$ cat config.mk
export PLATFORM = sky130hd
export DESIGN_NAME = cc20_round_stage
export DESIGN_NICKNAME = d
export VERILOG_FILES = /design/src/sv/cc20_pkg.sv /design/src/sv/cc20_round_stage.sv
export SDC_FILE = /design/constraint.sdc
export NUM_CORES = 1
export LEC_CHECK = 0
export BUFFER_PORTS_ARGS = -buffer_cell sky130_fd_sc_hd__buf_2
export CAP_MARGIN = 20
export CORE_AREA = 2 2 450 452
export CTS_CLUSTER_DIAMETER = 150
export DETAILED_ROUTE_END_ITERATION = 12
export DIE_AREA = 0 0 452 454
export GPL_ROUTABILITY_DRIVEN = 0
export PLACE_DENSITY = 0.44
export SLEW_MARGIN = 30
export SYNTH_ARGS = -nofsm -noshare
export SYNTH_HDL_FRONTEND = slang
export SYNTH_SLANG_ARGS = --single-unit
$ cat constraint.sdc
create_clock -name clk -period 6.8 [get_ports clk]
set_input_delay 0.34 -clock clk [delete_from_list [all_inputs] [get_ports clk]]
set_output_delay 0.34 -clock clk [all_outputs]
set_load 0.03 [all_outputs]
$ cat src/sv/cc20_pkg.sv
// ----------------------------------------------------------------------------
// cc20_pkg
// shared types, constants and helper functions for the chacha20 keystream
// pipeline
// ----------------------------------------------------------------------------
package cc20_pkg;

  // default number of double rounds
  localparam int DOUBLE_ROUNDS_DEF = 10;

  // configuration register indexes
  localparam int CFG_IDX_W = 3;
  localparam logic [CFG_IDX_W-1:0] REG_KEY_0  = 3'd0;
  localparam logic [CFG_IDX_W-1:0] REG_KEY_1  = 3'd1;
  localparam logic [CFG_IDX_W-1:0] REG_KEY_2  = 3'd2;
  localparam logic [CFG_IDX_W-1:0] REG_KEY_3  = 3'd3;
  localparam logic [CFG_IDX_W-1:0] REG_NONCE  = 3'd4;

  // byte count range
  localparam int CNT_W = 7;
  localparam logic [CNT_W-1:0] BLOCK_BYTES = 7'd64;

  typedef logic [31:0] word_t;
  typedef logic [15:0][31:0] state_t;

  // per-item side data carried along the round pipeline
  typedef struct packed {
    logic             valid;
    logic [63:0]      ctr;
    logic [CNT_W-1:0] cnt;
  } meta_t;

  // "expand 32-byte k", word 0 in the low slot
  localparam logic [3:0][31:0] SIGMA = {32'h6b206574, 32'h79622d32,
                                        32'h3320646e, 32'h61707865};

  function automatic word_t rotl(input word_t x, input int r);
    return (x << r) | (x >> (32 - r));
  endfunction

  // initial 4x4 state from constants, key, counter and nonce
  function automatic state_t init_state(input logic [63:0] k0,
                                        input logic [63:0] k1,
                                        input logic [63:0] k2,
                                        input logic [63:0] k3,
                                        input logic [63:0] ctr,
                                        input logic [63:0] nonce);
    state_t s;
    s[0]  = SIGMA[0];
    s[1]  = SIGMA[1];
    s[2]  = SIGMA[2];
    s[3]  = SIGMA[3];
    s[4]  = k0[31:0];
    s[5]  = k0[63:32];
    s[6]  = k1[31:0];
    s[7]  = k1[63:32];
    s[8]  = k2[31:0];
    s[9]  = k2[63:32];
    s[10] = k3[31:0];
    s[11] = k3[63:32];
    s[12] = ctr[31:0];
    s[13] = ctr[63:32];
    s[14] = nonce[31:0];
    s[15] = nonce[63:32];
    return s;
  endfunction

endpackage

$ cat src/sv/cc20_round_stage.sv
// ----------------------------------------------------------------------------
// cc20_round_stage
// one pipeline stage: half of a column or diagonal round, four quarter
// rounds side by side, two dependent add/xor/rotate steps each
// ----------------------------------------------------------------------------
module cc20_round_stage #(
  parameter bit DIAG   = 1'b0,
  parameter bit SECOND = 1'b0
) (
  input  logic            clk,
  input  logic            rst,
  input  logic            en,
  input  cc20_pkg::meta_t in_meta,
  input  cc20_pkg::state_t in_st,
  output cc20_pkg::meta_t out_meta,
  output cc20_pkg::state_t out_st
);

  localparam int ROT_D = SECOND ? 8 : 16;
  localparam int ROT_B = SECOND ? 7 : 12;

  cc20_pkg::state_t st_next;
  cc20_pkg::state_t st;
  logic             valid;
  logic [63:0]      ctr;
  logic [cc20_pkg::CNT_W-1:0] cnt;

  // four independent quarter-round halves
  always_comb begin
    logic [3:0] ia, ib, ic, id;
    cc20_pkg::word_t a, b, c, d;
    st_next = in_st;
    for (int q = 0; q < 4; q++) begin
      ia = 4'(q);
      ib = DIAG ? 4'(4 + ((q + 1) % 4))  : 4'(4 + q);
      ic = DIAG ? 4'(8 + ((q + 2) % 4))  : 4'(8 + q);
      id = DIAG ? 4'(12 + ((q + 3) % 4)) : 4'(12 + q);
      a = in_st[ia];
      b = in_st[ib];
      c = in_st[ic];
      d = in_st[id];
      a = a + b;
      d = cc20_pkg::rotl(d ^ a, ROT_D);
      c = c + d;
      b = cc20_pkg::rotl(b ^ c, ROT_B);
      st_next[ia] = a;
      st_next[ib] = b;
      st_next[ic] = c;
      st_next[id] = d;
    end
  end

  // valid bit
  always_ff @(posedge clk) begin
    if (rst) begin
      valid <= 1'b0;
    end else if (en) begin
      valid <= in_meta.valid;
    end
  end

  // payload
  always_ff @(posedge clk) begin
    if (en) begin
      st  <= st_next;
      ctr <= in_meta.ctr;
      cnt <= in_meta.cnt;
    end
  end

  assign out_st         = st;
  assign out_meta.valid = valid;
  assign out_meta.ctr   = ctr;
  assign out_meta.cnt   = cnt;

endmodule

; Word level (Yosys, flattened, before mapping)
; Cells that the tools add are included.
[classes]
add_sub_neg = 8
n_bitwise = 16
[op_table]
columns = cell, n
row1 = adder 32 bit, 8
row2 = bitwise XOR 32 bit, 8
row3 = OR 32 x 12 -> 32 bit, 4
row4 = OR 32 x 16 -> 32 bit, 4
[totals]
regBits = 584
in_bits = 587
out_inout_bits = 584
elab_cells = 43

; Depth between registers and ports, before layout
[logic_depth]
word_depth = 6
ltp_mapped = 22
ltp_nobuf = 22

; Least setup slack after synthesis
; OpenSTA, ideal clock, no wires.
[synth_path]
path_type = input-to-reg
from = in in_st[32] (netlist name)
to = reg st, in the netlist out_st[170], data pin
setup_ps = 266
arrival_time_ps = 4777
t_required_ps = 6534
setup_slack_ps = 1758
path_stages = 22
n_path_buf = 0
cell_sequence = ha_1 -> fa_1 -> a21oi_2 -> o211ai_1 -> a211o_1 -> a221o_1 -> a21o_1 -> a21oi_1 -> xnor2_1 -> xor2_1 -> ha_1 -> inv_1 -> fa_1 -> nor2b_1 -> o31a_1 -> o31ai_2 -> o311ai_1 -> a21oi_1 -> o21ai_1 -> a221oi_1 -> xnor2_1 -> xor2_1
[synth_rtl]
columns = element, line_no
row1 = start: declaration, cc20_round_stage.sv:14  ; input cc20_pkg::state_t in_st,
row2 = end signal: assignment, cc20_round_stage.sv:65  ; st <= st_next;
row3 = end: declaration, cc20_round_stage.sv:23  ; cc20_pkg::state_t st;

==> out/metrics.cfg <==
[yosys]
syn_area_um2 = 32270
syn-num-nets = 3389
syn_inst = 2546
syn_avg_cell_area_um2 = 12.68
ys_types = 82
yosysTopAreaCell = edfxtp_1
ys_seq_elements = 584
synth_ff_type = edfxtp_1
yosysTopAreaCellShare_pct = 54.25
yosys-top-cells-count = edfxtp_1 (583), xor2_1 (292), ha_1 (248), a21oi_1 (194), xnor2_1 (179)
synth_warnings = 0
synthArstFlopShare_pct = 0
synth_edf_count = 583
synth_area_leaders = edfxtp_1 (54%), ha_1 (9.6%), xor2_1 (7.9%), xnor2_1 (4.9%), a21oi_1 (3.0%)
synth.most_common_cell = edfxtp_1
ys_seq_area_share_pct = 54.31

[setup_path]
cp-end-kind = flop
r2r_cells = 3
r2r_slack_ns = 5.66
regToRegStartpoint = valid$_SDFFE_PP0P_
crit_path_max_fanout = 6
critPathLaunch = in_st[226]
timing.rr.end = valid$_SDFFE_PP0P_
critical_path_arrival_ns = 6.87
cp-start-kind = input port
crit_type = in2reg
endpoint = out_st[235]$_DFFE_PP_
required_ns = 7.23

[timing]
tns_ns = 0
period_needed_ns = 6.438
fmax_ghz = 0.1553
slew_violations = 0
hold_viol = 0
fin_skew_ns = 0
period_share_pct = 94.68
rsz0062_at_grt = false
finalSetupViolations = 0
worst_pin_slew_ns = 1.109
max-slew-margin-rel_pct = 26.04

[final_layout]
layout.nets = 4965
utilization_pct = 23.66
area_delta_synth_final_pct = 47.28
drive_above_1_share_pct = 33.79

[clock_tree]
cts_tree = built
clock-sinks = 584
clk_latency_ns = 0.69
clockRootBuffer = clkbuf_16
numCtsBuffers = 81
cts.htree.levels = 3
cts_buffer_depth = 3
path_clk_slew_ns = 0.06

[floorplan]
rows = 165
die-area_um2 = 205200
die_height_um = 454
die_x_um = 452
start_util_pct = 16.07
ios = 1171
core_um2 = 200900

[route]
wl_um = 178700
drt_iter0_drc = 2288
routed_via_density = 4.111
first_pass_iters = 6
final_antenna_net_count = 0
drc = 0
wl_per_cell_um = 25.95
routed-via-count = 28311

[outcome]
status = finished clean

[pwr]
powerDensity_nw_per_um2 = 381.8
ir_drop_uv = 203.4
p_leak_nw = 20.10

[global_routing]
track_usage_pct = 16.61
grt_max_degree = 146
antenna_found_initial = 79
overflow = 0
grt_pass1_vias = 27661
grt_pass1_wl_um = 233000

[placement]
port-buffer-count = 1170
dp_hpwl_um = 151700

[job]
max-cap-violations = 0

[hold_path]
hold_class = in2reg

power by group:
| part | switching [mW] | leakage [nW] | internal, mW |
|---|---|---|---|
| sequential | 0.290 | 5.72 | 5.33 |
| clock | 1.85 | 1.30 | 2.59 |
| combinational | 5.64 | 13.1 | 2.45 |
final cells by class:
cell class | count | area (um^2)
diodes | 27 | 67.56
clock buffers | 94 | 2118
clock inverters | 55 | 578.1
fillers | 21654 | 153300
inverters | 69 | 259.0
multi-input cells | 1869 | 14430
flip-flops and latches | 584 | 17530
well taps | 2672 | 3343
repair buffers | 1517 | 9209
cell families after synthesis:
| logic type | Yosys count | share of synthesized area [%] |
|---|---|---|
| AOI/OAI and AO/OA | 694 | 14.45 |
| DFF | 584 | 54.31 |
| xor gates and xnor gates | 484 | 13.67 |
| and+or+nand+nor | 434 | 6.331 |
| adders and majority gates | 256 | 10.11 |
| buffers and inverters | 93 | 1.101 |
| muxes | 1 | 0.03102 |
layout by cell type, fill, tap and decap left out, drive strengths merged, types with 10 or more instances in the layout:
cell type       n
diode          27
and3           18
nor2          126
nand2b         27
nand3          52
xnor2         179
inv            76
o31ai          10
clkbuf         94
nor2b          23
or2            12
o21bai         31
o21ai         127
nor3           33
a21o          113
clkinv         31
edfxtp        583
xor2          294
o211ai         17
a21oi         198
o21a           35
dlygate4sd3   275
nand4          17
nand2         104
buf          1242
a31oi          29
a211oi         33
ha            248
state kept, by name, summed over array words and instances (netlist names):
name	count
out_st	512
ctr	64
valid	1
cnt	7
worst max-delay path, cell delays in order:
cell	delay (ns)
dlygate4sd3_1	0.59
buf_2	0.17
ha_1	0.32
a21oi_1	0.43
a21oi_1	0.13
buf_4	0.15
nor2_1	0.40
o21ai_0	0.21
and2_1	0.24
a41oi_2	0.43
o211ai_1	0.18
a21o_1	0.23
xor3_1	0.25
ha_1	0.40
a21oi_1	0.29
a21oi_1	0.12
a311oi_1	0.26
buf_4	0.16
a311oi_2	0.11
o21ai_1	0.21
a21oi_1	0.11
a211oi_2	0.38
o21a_1	0.35
xor3_1	0.35
repair_timing:
item,in CTS,in global routing
hold buffers,275,0
setup buffers,0,0
setup endpoints to repair,0,13
gates resized for setup,0,5
hold endpoints to repair,273,0
per-stage QoR:
stage / std cells / power (mW) / setup slack, ns / area (um^2) / hold slack [ns]
4_1_cts: 6860 / 18.44 / 0.01551 / 47430 / 0.001271
3_3_place_gp: 6436 / 13.70 / -0.3090 / 41980 / 0.4721
3_5_place_dp: 6436 / 13.69 / -0.3183 / 41980 / 0.4909
5_1_grt: 6881 / 19.02 / 0.003871 / 47520 / 0.01668
2_1_floorplan: 2546 / 10.32 / 1.758 / 32270 / 0.4124
6_report: 6887 / 18.15 / 0.3615 / 47530 / 0.07796
how the worst min path moves through the flow:
stage                     cells past startpoint                    end  slack, ns                from
after floorplan                               1     valid$_SDFFE_PP0P_       0.41                 rst
after global placement                        2     valid$_SDFFE_PP0P_       0.47  valid$_SDFFE_PP0P_
after detailed placement                      2     valid$_SDFFE_PP0P_       0.49  valid$_SDFFE_PP0P_
after CTS                                     2  out_st[436]$_DFFE_PP_      0.001          in_st[420]
after global routing                          2  out_st[394]$_DFFE_PP_       0.02          in_st[410]
final                                         2  out_st[411]$_DFFE_PP_       0.08          in_st[395]
routing by layer:
metal  vias to the layer above  GRT usage [%]  wire, um  share of wire [%]
li1                      12847              -         -                  -
met1                     13905          19.90     70930                 40
met2                      1269          28.80     88820                 50
met3                       274          4.446     13320                7.5
met4                        16          5.132      5539                3.1
met5                         -              0       102              0.057
(Power assumes the default switching activity.)
