**config.mk**
```make
export PLATFORM = sky130hd
export DESIGN_NAME = cc20_serializer
export DESIGN_NICKNAME = d
export VERILOG_FILES = /design/src/sv/cc20_pkg.sv /design/src/sv/cc20_serializer.sv
export SDC_FILE = /design/constraint.sdc
export NUM_CORES = 1
export LEC_CHECK = 0
export BUFFER_PORTS_ARGS = -buffer_cell sky130_fd_sc_hd__buf_2
export CORE_AREA = 2 2 230 232
export DETAILED_ROUTE_END_ITERATION = 10
export DIE_AREA = 0 0 232 234
export PLACE_DENSITY_LB_ADDON = 0.2
export SLEW_MARGIN = 20
export SYNTH_ARGS = -nofsm -noshare
export SYNTH_HDL_FRONTEND = slang
export SYNTH_SLANG_ARGS = --single-unit
```
**constraint.sdc**
```tcl
create_clock -name clk -period 35.2 [get_ports clk]
set_input_delay 1.76 -clock clk [delete_from_list [all_inputs] [get_ports clk]]
set_output_delay 1.76 -clock clk [all_outputs]
set_load 0.005 [all_outputs]
```
**src/sv/cc20_pkg.sv**
```systemverilog
// ----------------------------------------------------------------------------
// cc20_pkg
// shared types, constants and helper functions for the chacha20 keystream
// pipeline
// ----------------------------------------------------------------------------
package cc20_pkg;

  // default number of double rounds
  localparam int DOUBLE_ROUNDS_DEF = 10;

  // configuration register indexes
  localparam int CFG_IDX_W = 3;
  localparam logic [CFG_IDX_W-1:0] REG_KEY_0  = 3'd0;
  localparam logic [CFG_IDX_W-1:0] REG_KEY_1  = 3'd1;
  localparam logic [CFG_IDX_W-1:0] REG_KEY_2  = 3'd2;
  localparam logic [CFG_IDX_W-1:0] REG_KEY_3  = 3'd3;
  localparam logic [CFG_IDX_W-1:0] REG_NONCE  = 3'd4;

  // byte count range
  localparam int CNT_W = 7;
  localparam logic [CNT_W-1:0] BLOCK_BYTES = 7'd64;

  typedef logic [31:0] word_t;
  typedef logic [15:0][31:0] state_t;

  // per-item side data carried along the round pipeline
  typedef struct packed {
    logic             valid;
    logic [63:0]      ctr;
    logic [CNT_W-1:0] cnt;
  } meta_t;

  // "expand 32-byte k", word 0 in the low slot
  localparam logic [3:0][31:0] SIGMA = {32'h6b206574, 32'h79622d32,
                                        32'h3320646e, 32'h61707865};

  function automatic word_t rotl(input word_t x, input int r);
    return (x << r) | (x >> (32 - r));
  endfunction

  // initial 4x4 state from constants, key, counter and nonce
  function automatic state_t init_state(input logic [63:0] k0,
                                        input logic [63:0] k1,
                                        input logic [63:0] k2,
                                        input logic [63:0] k3,
                                        input logic [63:0] ctr,
                                        input logic [63:0] nonce);
    state_t s;
    s[0]  = SIGMA[0];
    s[1]  = SIGMA[1];
    s[2]  = SIGMA[2];
    s[3]  = SIGMA[3];
    s[4]  = k0[31:0];
    s[5]  = k0[63:32];
    s[6]  = k1[31:0];
    s[7]  = k1[63:32];
    s[8]  = k2[31:0];
    s[9]  = k2[63:32];
    s[10] = k3[31:0];
    s[11] = k3[63:32];
    s[12] = ctr[31:0];
    s[13] = ctr[63:32];
    s[14] = nonce[31:0];
    s[15] = nonce[63:32];
    return s;
  endfunction

endpackage

```
**src/sv/cc20_serializer.sv**
```systemverilog
// ----------------------------------------------------------------------------
// cc20_serializer
// holds one finished 64-byte block and hands it out as 64-bit words,
// masking the bytes past the requested count
// ----------------------------------------------------------------------------
module cc20_serializer (
  input  logic                       clk,
  input  logic                       rst,
  input  logic                       load_valid,
  output logic                       load_ready,
  input  cc20_pkg::state_t           load_blk,
  input  logic [cc20_pkg::CNT_W-1:0] load_cnt,
  output logic                       out_valid,
  input  logic                       out_ready,
  output logic [63:0]                keystream_word,
  output logic [2:0]                 word_index,
  output logic [3:0]                 valid_bytes,
  output logic                       last_word
);

  logic                       busy;
  cc20_pkg::state_t           blk;
  logic [cc20_pkg::CNT_W-1:0] cnt;
  logic [2:0]                 idx;
  logic [cc20_pkg::CNT_W-1:0] rem;
  logic [63:0]                raw;
  logic                       beat;

  // bytes left from the current word on
  assign rem         = cnt - {1'b0, idx, 3'b000};
  assign last_word   = (rem <= 7'd8);
  assign valid_bytes = last_word ? rem[3:0] : 4'd8;
  assign raw         = {blk[{idx, 1'b1}], blk[{idx, 1'b0}]};

  // zero the bytes past the request
  always_comb begin
    for (int b = 0; b < 8; b++) begin
      keystream_word[8*b +: 8] = (4'(b) < valid_bytes) ? raw[8*b +: 8] : 8'h00;
    end
  end

  assign out_valid  = busy;
  assign word_index = idx;
  assign beat       = busy && out_ready;
  assign load_ready = !busy || (beat && last_word);

  // word sequencing
  always_ff @(posedge clk) begin
    if (rst) begin
      busy <= 1'b0;
      idx  <= 3'd0;
    end else if (load_valid && load_ready) begin
      busy <= 1'b1;
      idx  <= 3'd0;
    end else if (beat) begin
      if (last_word) begin
        busy <= 1'b0;
      end
      idx <= idx + 3'd1;
    end
  end

  // block buffer
  always_ff @(posedge clk) begin
    if (load_valid && load_ready) begin
      blk <= load_blk;
      cnt <= load_cnt;
    end
  end

  // a word that is not the last one is always full
  a_full_word: assert property (@(posedge clk) disable iff (rst)
    out_valid && !last_word |-> valid_bytes == 4'd8)
    else $error("non-final word not full");

  // words of one block come out in order
  a_index_step: assert property (@(posedge clk) disable iff (rst)
    beat && !last_word |=> busy && word_index == $past(idx) + 3'd1)
    else $error("word index did not advance");

  // a fresh block starts at word zero
  a_start_zero: assert property (@(posedge clk) disable iff (rst)
    load_valid && load_ready |=> word_index == 3'd0 && busy)
    else $error("block load did not start at word zero");

  // a finished block frees the buffer unless a new one loads
  a_drain: assert property (@(posedge clk) disable iff (rst)
    beat && last_word && !load_valid |=> !busy)
    else $error("buffer still busy after last word");

endmodule

```
## Word-level counts from Yosys, hierarchy flattened

Cells that the tools add are included.

- Add/sub/neg operators: 2
- Reduce and logical (&&, ||, !) cells: 9
- Multiplexer cells: 16
- Order comparisons: 11

Operators with widths:

| operator | count |
|---|---|
| binary-select mux 32 bit (select 3 bit) | 2 |
| 2-to-1 mux 32 bit | 2 |
| 2-to-1 mux 8 bit | 8 |
| < comparator 3 x 4 -> 1 bit (first input constant) | 4 |
| < comparator 4 x 5 -> 1 bit (second input constant) | 2 |
| < comparator 1 x 4 -> 1 bit (first input constant) | 2 |
| < comparator 2 x 4 -> 1 bit (first input constant) | 2 |
| <= comparator 7 x 4 -> 1 bit (second input constant) | 1 |
| subtractor 7 x 6 -> 7 bit | 1 |
| 2-to-1 mux 4 bit | 1 |
| nonzero test 2 bit | 2 |
| adder 3 x 1 -> 3 bit (second input constant) | 1 |
| logical AND 1 bit | 3 |
| 2-to-1 mux 1 bit | 3 |
| AND reduction 2 bit | 1 |
| OR reduction 2 bit | 1 |
| logical NOT 1 bit | 1 |
| logical OR 1 bit | 1 |

- Bits in registers: 523
- Word-level logic and storage cells: 57
- Bits of input ports: 523
- Output and inout port bits: 74

## Depth between registers and ports, before layout

Gate-level depths: netlist (run 1).

- Depth after elaboration: 7
- Depth in mapped cells: 9
- Depth with buffers taken out: 8

## Worst setup path after synthesis (run 1)

Ideal clock, no wire load.

- Kind: reg-to-reg
- Start: register idx[1] (netlist: word_index[1])
- End: register blk[0] in the netlist's numbering (enable)
- Period minus slack after synthesis: 15.039 ns
- Buffers on the path: 2
- Data arrival time: 14.090 ns
- Path slack: 20.161 ns
- Setup time: 0.949 ns
- Cell stages (with the launch flop): 9
- Data required time: 34.251 ns
- Cells stage by stage: dfxtp_1 -> buf_2 -> buf_1 -> inv_1 -> fa_1 -> xnor2_4 -> o2111ai_1 -> o31ai_2 -> and2_1

- Longest elaborated chain between the ends: 5

RTL lines:

| item | RTL line | source |
|---|---|---|
| start, declared | cc20_serializer.sv:24 | `logic [2:0] idx;` |
| start signal, assigned | cc20_serializer.sv:59 | `idx <= idx + 3'd1;` |
| subtractor 7 x 6 -> 7 bit | cc20_serializer.sv:30 | `assign rem = cnt - {1'b0, idx, 3'b000};` |
| <= comparator 7 x 4 -> 1 bit | cc20_serializer.sv:31 | `assign last_word = (rem <= 7'd8);` |
| logical AND 1 bit | cc20_serializer.sv:45 | `assign load_ready = !busy \|\| (beat && last_word);` |
| logical OR 1 bit | cc20_serializer.sv:45 |  |
| via load_ready | cc20_serializer.sv:10 | `output logic load_ready,` |
| logical AND 1 bit | cc20_serializer.sv:65 | `if (load_valid && load_ready) begin` |
| end signal, assigned | cc20_serializer.sv:66 | `blk <= load_blk;` |
| end, declared | cc20_serializer.sv:22 | `cc20_pkg::state_t blk;` |

The timed path passes the listed nets, and every way through them passes these cells.
A chain may end at the register's enable or synchronous reset.

## Final worst setup path (run 1)

- Start: register idx[2] (netlist: word_index[2])
- End: output port keystream_word[56]

- Longest elaborated chain between the ends: 5
- Elaborated cells on any way between the ends: 7
- Those cells by class: add/sub (1); order compare (2); mux (4)

RTL lines:

| item | RTL line | source |
|---|---|---|
| subtractor 7 x 6 -> 7 bit | cc20_serializer.sv:30 |  |
| <= comparator 7 x 4 -> 1 bit | cc20_serializer.sv:31 |  |
| 2-to-1 mux 4 bit | cc20_serializer.sv:32 | `assign valid_bytes = last_word ? rem[3:0] : 4'd8;` |
| < comparator 3 x 4 -> 1 bit | cc20_serializer.sv:38 | `keystream_word[8*b +: 8] = (4'(b) < valid_bytes) ? raw[8*b +: 8] : 8'h00;` |
| 2-to-1 mux 8 bit * | cc20_serializer.sv:38 |  |
| end, declared | cc20_serializer.sv:15 | `output logic [63:0] keystream_word,` |

Mark *: on every way between the ends. The rest lies on a longest branch, timed or not. The select of a mux whose other input is x is not followed.

==> metrics.yaml, run 1 <==
cts:
  ctsResizeCount: 0
  clk_path_buf_depth: 3
  cts.hold.buffers_added: 0
  clock_latency_ps: 600
  clkSinkCount: 523
  postCtsSetupBuffers: 0
  cts.reportedPaths.clkPinSlew_ps: 60
  cts_root_buffer: "sky130_fd_sc_hd__clkbuf_16"
  h-tree-depth: 2
  cts_tree: "yes"
  tritoncts.num_buffers: 56
timing:
  timing.final.setup_violations: 0
  worst-slew-pin-transition_ps: 1130
  slew_headroom_pct: 24.4
  setup-tns-final_ps: 0
  holdWs_ps: 619
  final_critical_path_time_including_i_o_delays_and_setup_ps: 6170
  fin_skew_ps: 17.9
  timing.fmax_mhz: 162
  timing.final.max_slew_violations: 0
  finalHoldViolCount: 0
  setup_repair_after_global_routing_missed_its_margin: "no"
  finalCritPeriodShare_pct: 17.5
route:
  wl_per_cell_um: 23.6
  first_pass_iters: 5
  drt_iter0_drc: 934
  drc_errors: 0
  drt.antenna.violating_nets: 0
  detail_route.vias_per_cell: 4.96
  routed_wl_um: 54400
  via_count: 11400
global_route:
  grt_first_pass_wirelength_um: 76500
  grt.busiest_layer: "met2"
  grt_util_met2_pct: 32.0
  grt_start_max_net_pins: 201
  via_count_of_the_first_global_routing_pass: 12000
  grt_overflow_total: 0
  globalRouteMet1Util_pct: 23.6
  groute.usage.overall_pct: 19.6
  grt_antenna_before_repair: 39
  globalRouteMet3Util_pct: 7.11
critical_path:
  capturing_element_type_of_the_critical_path: "output pin"
  regToRegStartpoint: "word_index[2]$_SDFFE_PP0P_"
  startpoint_class_of_the_critical_path: "flip-flop"
  setup.worst_path.class: "reg2out"
  timing.critical_path.required_ps: 33440
  crit_arrival_ps: 4410
  crit_fanout: 29
  reg2reg_slack_ps: 29440
  cp-startpoint: "word_index[2]$_SDFFE_PP0P_"
synthesis:
  synth-seq-cells: 523
  syn_area_um2: 20100
  post_synth_num_cell_types: 42
  post_synth_inst_count: 936
  synth_area_per_cell_um2: 21.4
  ys.warnings.count: 0
  dominantRegCellSynth: "sky130_fd_sc_hd__edfxtp_1"
  share_of_flip_flops_with_an_asynchronous_set_or_reset_pct: 0
  mappedNetlistNets: 1464
  synth_edf_count: 519
  seq_area_frac_synth_pct: 78.1
layout:
  post_route_cells_drive_above_1_share_pct: 51.7
  most_common_library_cell_in_the_layout_ignoring_fill_and_taps: "sky130_fd_sc_hd__buf_2"
  nNetsFinal: 2084
  mostFrequentLayoutCells: "sky130_fd_sc_hd__buf_2 (596), sky130_fd_sc_hd__edfxtp_1 (519), sky130_fd_sc_hd__mux4_2 (128), sky130_fd_sc_hd__nand2_1 (115), sky130_fd_sc_hd__a21oi_1 (65)"
  areaGrowthSynthToFinish_pct: 27.6
pwr:
  leakage_nw: 9.53
  power_density_nw_per_um2: 54.5
  p_seq_share_pct: 53.0
  worst_ir_drop_vdd_v: 0.0000403
  combPwrFrac_pct: 7.1
  clockPowerShare_pct: 39.8
  p_sw_mw: 0.293
  p_int_mw: 1.10
  swShare_pct: 21.0
placed_design:
  place.port_buffers: 596
  gp_congestion: 0.874
  placed_wire_length_estimate_um: 38500
die:
  row_count: 84
  boundaryPins: 597
  fp.coreArea_um2: 52000
  effective_utilization_at_floorplan_pct: 38.6
  die_height_um: 234
  floorplan.die_area_um2: 54300
  die_wd_um: 232
hold_path:
  hold_start: "out_valid$_SDFFE_PP0P_"
  min_path_type: "reg2reg"
status:
  status: "finished clean"
flow_run:
  max-cap-violations: 0
-- kinds of logic after synthesis --
group | synth area share [%]
flip-flops | 78.1
multiplexers | 14.8
AND/OR/NAND/NOR | 2.87
AO/OA/AOI/OAI | 2.61
buffers and inverters | 1.12
adder cells (fa/ha/maj) | 0.349
XOR/XNOR | 0.181
-- per-stage QoR --
| stage | util (%) | total power, mW | worst slack [ps] | cells | instance area (µm²) |
|---|---|---|---|---|---|
| 6_report | 49.2 | 1.40 | 29030 | 2306 | 25600 |
| 5_1_grt | 49.2 | 1.45 | 28710 | 2299 | 25600 |
| 4_1_cts | 49.1 | 1.41 | 28840 | 2285 | 25600 |
| 3_5_place_dp | 45.8 | 0.854 | 29390 | 2186 | 23800 |
| 3_3_place_gp | 45.8 | 0.851 | 29510 | 2186 | 23800 |
| 2_1_floorplan | - | 0.819 | 20160 | 936 | 20100 |
-- power by group through the flow --
stage | combinational (mW) | clock [mW] | sequential, mW
2_1_floorplan | 0.0507 | 0 | 0.768
3_3_place_gp | 0.0990 | 0 | 0.752
3_5_place_dp | 0.101 | 0 | 0.754
4_1_cts | 0.101 | 0.572 | 0.741
5_1_grt | 0.109 | 0.595 | 0.743
6_report | 0.0993 | 0.556 | 0.740
-- worst paths after layout --
path                            cells after the start                      to
worst max-delay path                                7      keystream_word[56]
worst min-delay path                                2  out_valid$_SDFFE_PP0P_
worst max register to register                      8      blk[510]$_DFFE_PP_
worst min register to register                      2  out_valid$_SDFFE_PP0P_
-- critical path: stages (launching register included) --
cell	delay, ps
sky130_fd_sc_hd__dfxtp_4	610
sky130_fd_sc_hd__clkinv_2	660
sky130_fd_sc_hd__ha_1	650
sky130_fd_sc_hd__and3b_1	280
sky130_fd_sc_hd__o211ai_4	400
sky130_fd_sc_hd__nand2_1	670
sky130_fd_sc_hd__a21oi_1	370
sky130_fd_sc_hd__buf_2	160
-- cell usage after synthesis, types with 2 or more instances --
library cell	number	area share, %
sky130_fd_sc_hd__ha_1	4	0.25
sky130_fd_sc_hd__a21oi_1	65	1.6
sky130_fd_sc_hd__and3b_1	2	0.087
sky130_fd_sc_hd__mux2i_1	9	0.45
sky130_fd_sc_hd__mux4_2	128	14
sky130_fd_sc_hd__nor2b_1	2	0.062
sky130_fd_sc_hd__a21oi_2	2	0.087
sky130_fd_sc_hd__nor3_1	2	0.050
sky130_fd_sc_hd__clkbuf_1	14	0.26
sky130_fd_sc_hd__and2_1	2	0.062
sky130_fd_sc_hd__a211oi_1	2	0.075
sky130_fd_sc_hd__buf_2	15	0.37
sky130_fd_sc_hd__o211ai_1	2	0.075
sky130_fd_sc_hd__and3_1	4	0.12
sky130_fd_sc_hd__nand2_1	115	2.2
sky130_fd_sc_hd__buf_1	11	0.21
sky130_fd_sc_hd__buf_4	4	0.15
sky130_fd_sc_hd__dfxtp_1	4	0.40
sky130_fd_sc_hd__edfxtp_1	519	78
sky130_fd_sc_hd__nor2_1	2	0.037
sky130_fd_sc_hd__inv_1	7	0.13
-- cell type report --
cell class | instances | area [µm²]
fill | 4438 | 26400
sequential | 523 | 15700
multi-input combinational | 362 | 4190
timing repair buffer | 606 | 3080
clock buffer | 69 | 1490
tap | 688 | 861
clock inverter | 30 | 234
antenna | 21 | 52.6
inverter | 7 | 27.5
-- metal layers --
layer	vias to the layer above	routed length, µm
li1	5124	-
met1	5647	20200
met2	490	26900
met3	141	5180
met4	42	1840
met5	-	286
-- registers in the layout (all words and copies together) (netlist names) --
register and count:
out_valid 1, cnt 7, blk 512, word_index 3
Note: power is estimated with default switching activity, not from simulation.
==> inputs of run 2 (changes only) <==
Settings changed: CORE_AREA 2 2 230 232 to 2 2 229 231, DIE_AREA 0 0 232 234 to 0 0 231 233.
Clock period 35.2 ns to 5 ns, I/O delays scaled along.
==> run 2 against run 1 <==
Effect of this change:
- the run now fails in 4_1_cts
- area after synthesis unchanged
- synthesized cell count unchanged
==> metrics.yaml, run 2 <==
status:
  status: "did not finish"
  flow.stopped_at: "4_1_cts"
  first-error: "[ERROR RSZ-0060] Max buffer count reached."
synthesis:
  synth_edf_count: 519  # unchanged
  synth_top_area_share_pct: 77.7  # unchanged
  cell_types_occupying_the_most_area_after_synthesis: "sky130_fd_sc_hd__edfxtp_1 (78%), sky130_fd_sc_hd__mux4_2 (14%), sky130_fd_sc_hd__nand2_1 (2.2%)"
  ys.warnings.count: 0  # unchanged
  syn_area_um2: 20100  # unchanged
  post_synth_num_cell_types: 42  # unchanged
  dominantRegCellSynth: "sky130_fd_sc_hd__edfxtp_1"
  share_of_flip_flops_with_an_asynchronous_set_or_reset_pct: 0  # unchanged
  yosys.cell_count.top_type: "sky130_fd_sc_hd__edfxtp_1"
  synth_area_per_cell_um2: 21.4  # unchanged
  post_synth_inst_count: 936  # unchanged
  yosysTopAreaCell: "sky130_fd_sc_hd__edfxtp_1"
  mappedNetlistNets: 1464  # unchanged
  synth_common_cells: "sky130_fd_sc_hd__edfxtp_1 (519), sky130_fd_sc_hd__mux4_2 (128), sky130_fd_sc_hd__nand2_1 (115)"
  synth-seq-cells: 523  # unchanged
  seq_area_frac_synth_pct: 78.1  # unchanged
cts:
  cts.hold.buffers_added: 458  # +458
  tritoncts.num_buffers: 56  # unchanged
  postCtsSetupBuffers: 0  # unchanged
  ctsResizeCount: 0  # unchanged
  cts_root_buffer: "sky130_fd_sc_hd__clkbuf_16"
  h-tree-depth: 2  # unchanged
  clk_path_buf_depth: 3  # unchanged
  clkSinkCount: 523  # unchanged
die:
  boundaryPins: 597  # unchanged
  row_count: 83  # -1.2%
  effective_utilization_at_floorplan_pct: 39.3  # +0.70 points
  die_wd_um: 231  # -0.43%
  die_height_um: 233  # -0.43%
placed_design:
  gp_congestion: 0.840  # -3.8%
  postPlaceCellArea_um2: 23900  # +0.44%
  placed_wire_length_estimate_um: 39400  # +2.4%
  post-place-cells: 2185  # -0.046%
  preCtsSetupSlack_ps: 1100  # -28290 ps
  place.port_buffers: 596  # unchanged
-- run 2: metrics by stage --
| step | utilization, % | hold slack, ps |
|---|---|---|
| after floorplan | - | 313 |
| after global placement | 46.9 | 427 |
| after detailed placement | 46.9 | 428 |
-- run 2: cells by family after synthesis --
| group | synth area share (%) |
|---|---|
| compound gates | 2.61 |
| mux | 14.8 |
| xor+xnor | 0.181 |
| simple gates | 2.87 |
| buf+inv | 1.12 |
| flops | 78.1 |
| fa+ha+maj | 0.349 |
==> inputs of run 3 (changes only) <==
Settings changed: CORE_AREA 2 2 229 231 to 2 2 234 236, DIE_AREA 0 0 231 233 to 0 0 236 238, PLACE_DENSITY_LB_ADDON 0.2 to 0.15.
Clock period 5 ns to 6.5 ns, I/O delays scaled along.
==> run 3 against run 2 <==
Effect of this change:
- the run again fails in 4_1_cts
- area after synthesis did not move
- synthesized cell count is the same
==> metrics.yaml, run 3 <==
status:
  status: "did not finish"
  flow.stopped_at: "4_1_cts"
  first-error: "[ERROR RSZ-0060] Max buffer count reached."
synthesis:
  synth_area_per_cell_um2: 21.4  # unchanged
  synth_top_area_share_pct: 77.7  # unchanged
  synth_common_cells: "sky130_fd_sc_hd__edfxtp_1 (519), sky130_fd_sc_hd__mux4_2 (128), sky130_fd_sc_hd__nand2_1 (115)"
  share_of_flip_flops_with_an_asynchronous_set_or_reset_pct: 0  # unchanged
  yosysTopAreaCell: "sky130_fd_sc_hd__edfxtp_1"
  syn_area_um2: 20100  # unchanged
  seq_area_frac_synth_pct: 78.1  # unchanged
  post_synth_num_cell_types: 42  # unchanged
  ys.warnings.count: 0  # unchanged
  mappedNetlistNets: 1464  # unchanged
  synth_edf_count: 519  # unchanged
  synth-seq-cells: 523  # unchanged
  post_synth_inst_count: 936  # unchanged
  yosys.cell_count.top_type: "sky130_fd_sc_hd__edfxtp_1"
  dominantRegCellSynth: "sky130_fd_sc_hd__edfxtp_1"
  cell_types_occupying_the_most_area_after_synthesis: "sky130_fd_sc_hd__edfxtp_1 (78%), sky130_fd_sc_hd__mux4_2 (14%), sky130_fd_sc_hd__nand2_1 (2.2%)"
cts:
  ctsResizeCount: 0  # unchanged
  h-tree-depth: 2  # unchanged
  cts_root_buffer: "sky130_fd_sc_hd__clkbuf_16"
  postCtsSetupBuffers: 0  # unchanged
  clkSinkCount: 523  # unchanged
  clk_path_buf_depth: 3  # unchanged
  cts.hold.buffers_added: 462  # +0.87%
  tritoncts.num_buffers: 56  # unchanged
placed_design:
  place.port_buffers: 596  # unchanged
  placed_wire_length_estimate_um: 41200  # +4.7%
  gp_congestion: 0.797  # -5.1%
die:
  die_wd_um: 236  # +2.2%
  boundaryPins: 597  # unchanged
  row_count: 85  # +2.4%
  die_height_um: 238  # +2.1%
  effective_utilization_at_floorplan_pct: 37.5  # -1.8 points
==> run 3: cell counts after synthesis <==
Identical to the previous run, type by type.
==> run 3: stage by stage <==
stage / instances / area, µm² / hold slack (ps) / setup slack (ps)
after floorplan: 936 / 20100 / 394 / 51.0
after detailed placement: 2205 / 23900 / 503 / 2260
after global placement: 2205 / 23900 / 501 / 2280
==> run 3: cell families after synthesis <==
logic type	after synthesis	synth area share [%]
and+or+nand+nor	136	2.87
AOI/OAI and AO/OA	82	2.61
adders and majority gates	5	0.349
muxes	137	14.8
buffers and inverters	51	1.12
xor gates and xnor gates	2	0.181
DFF	523	78.1
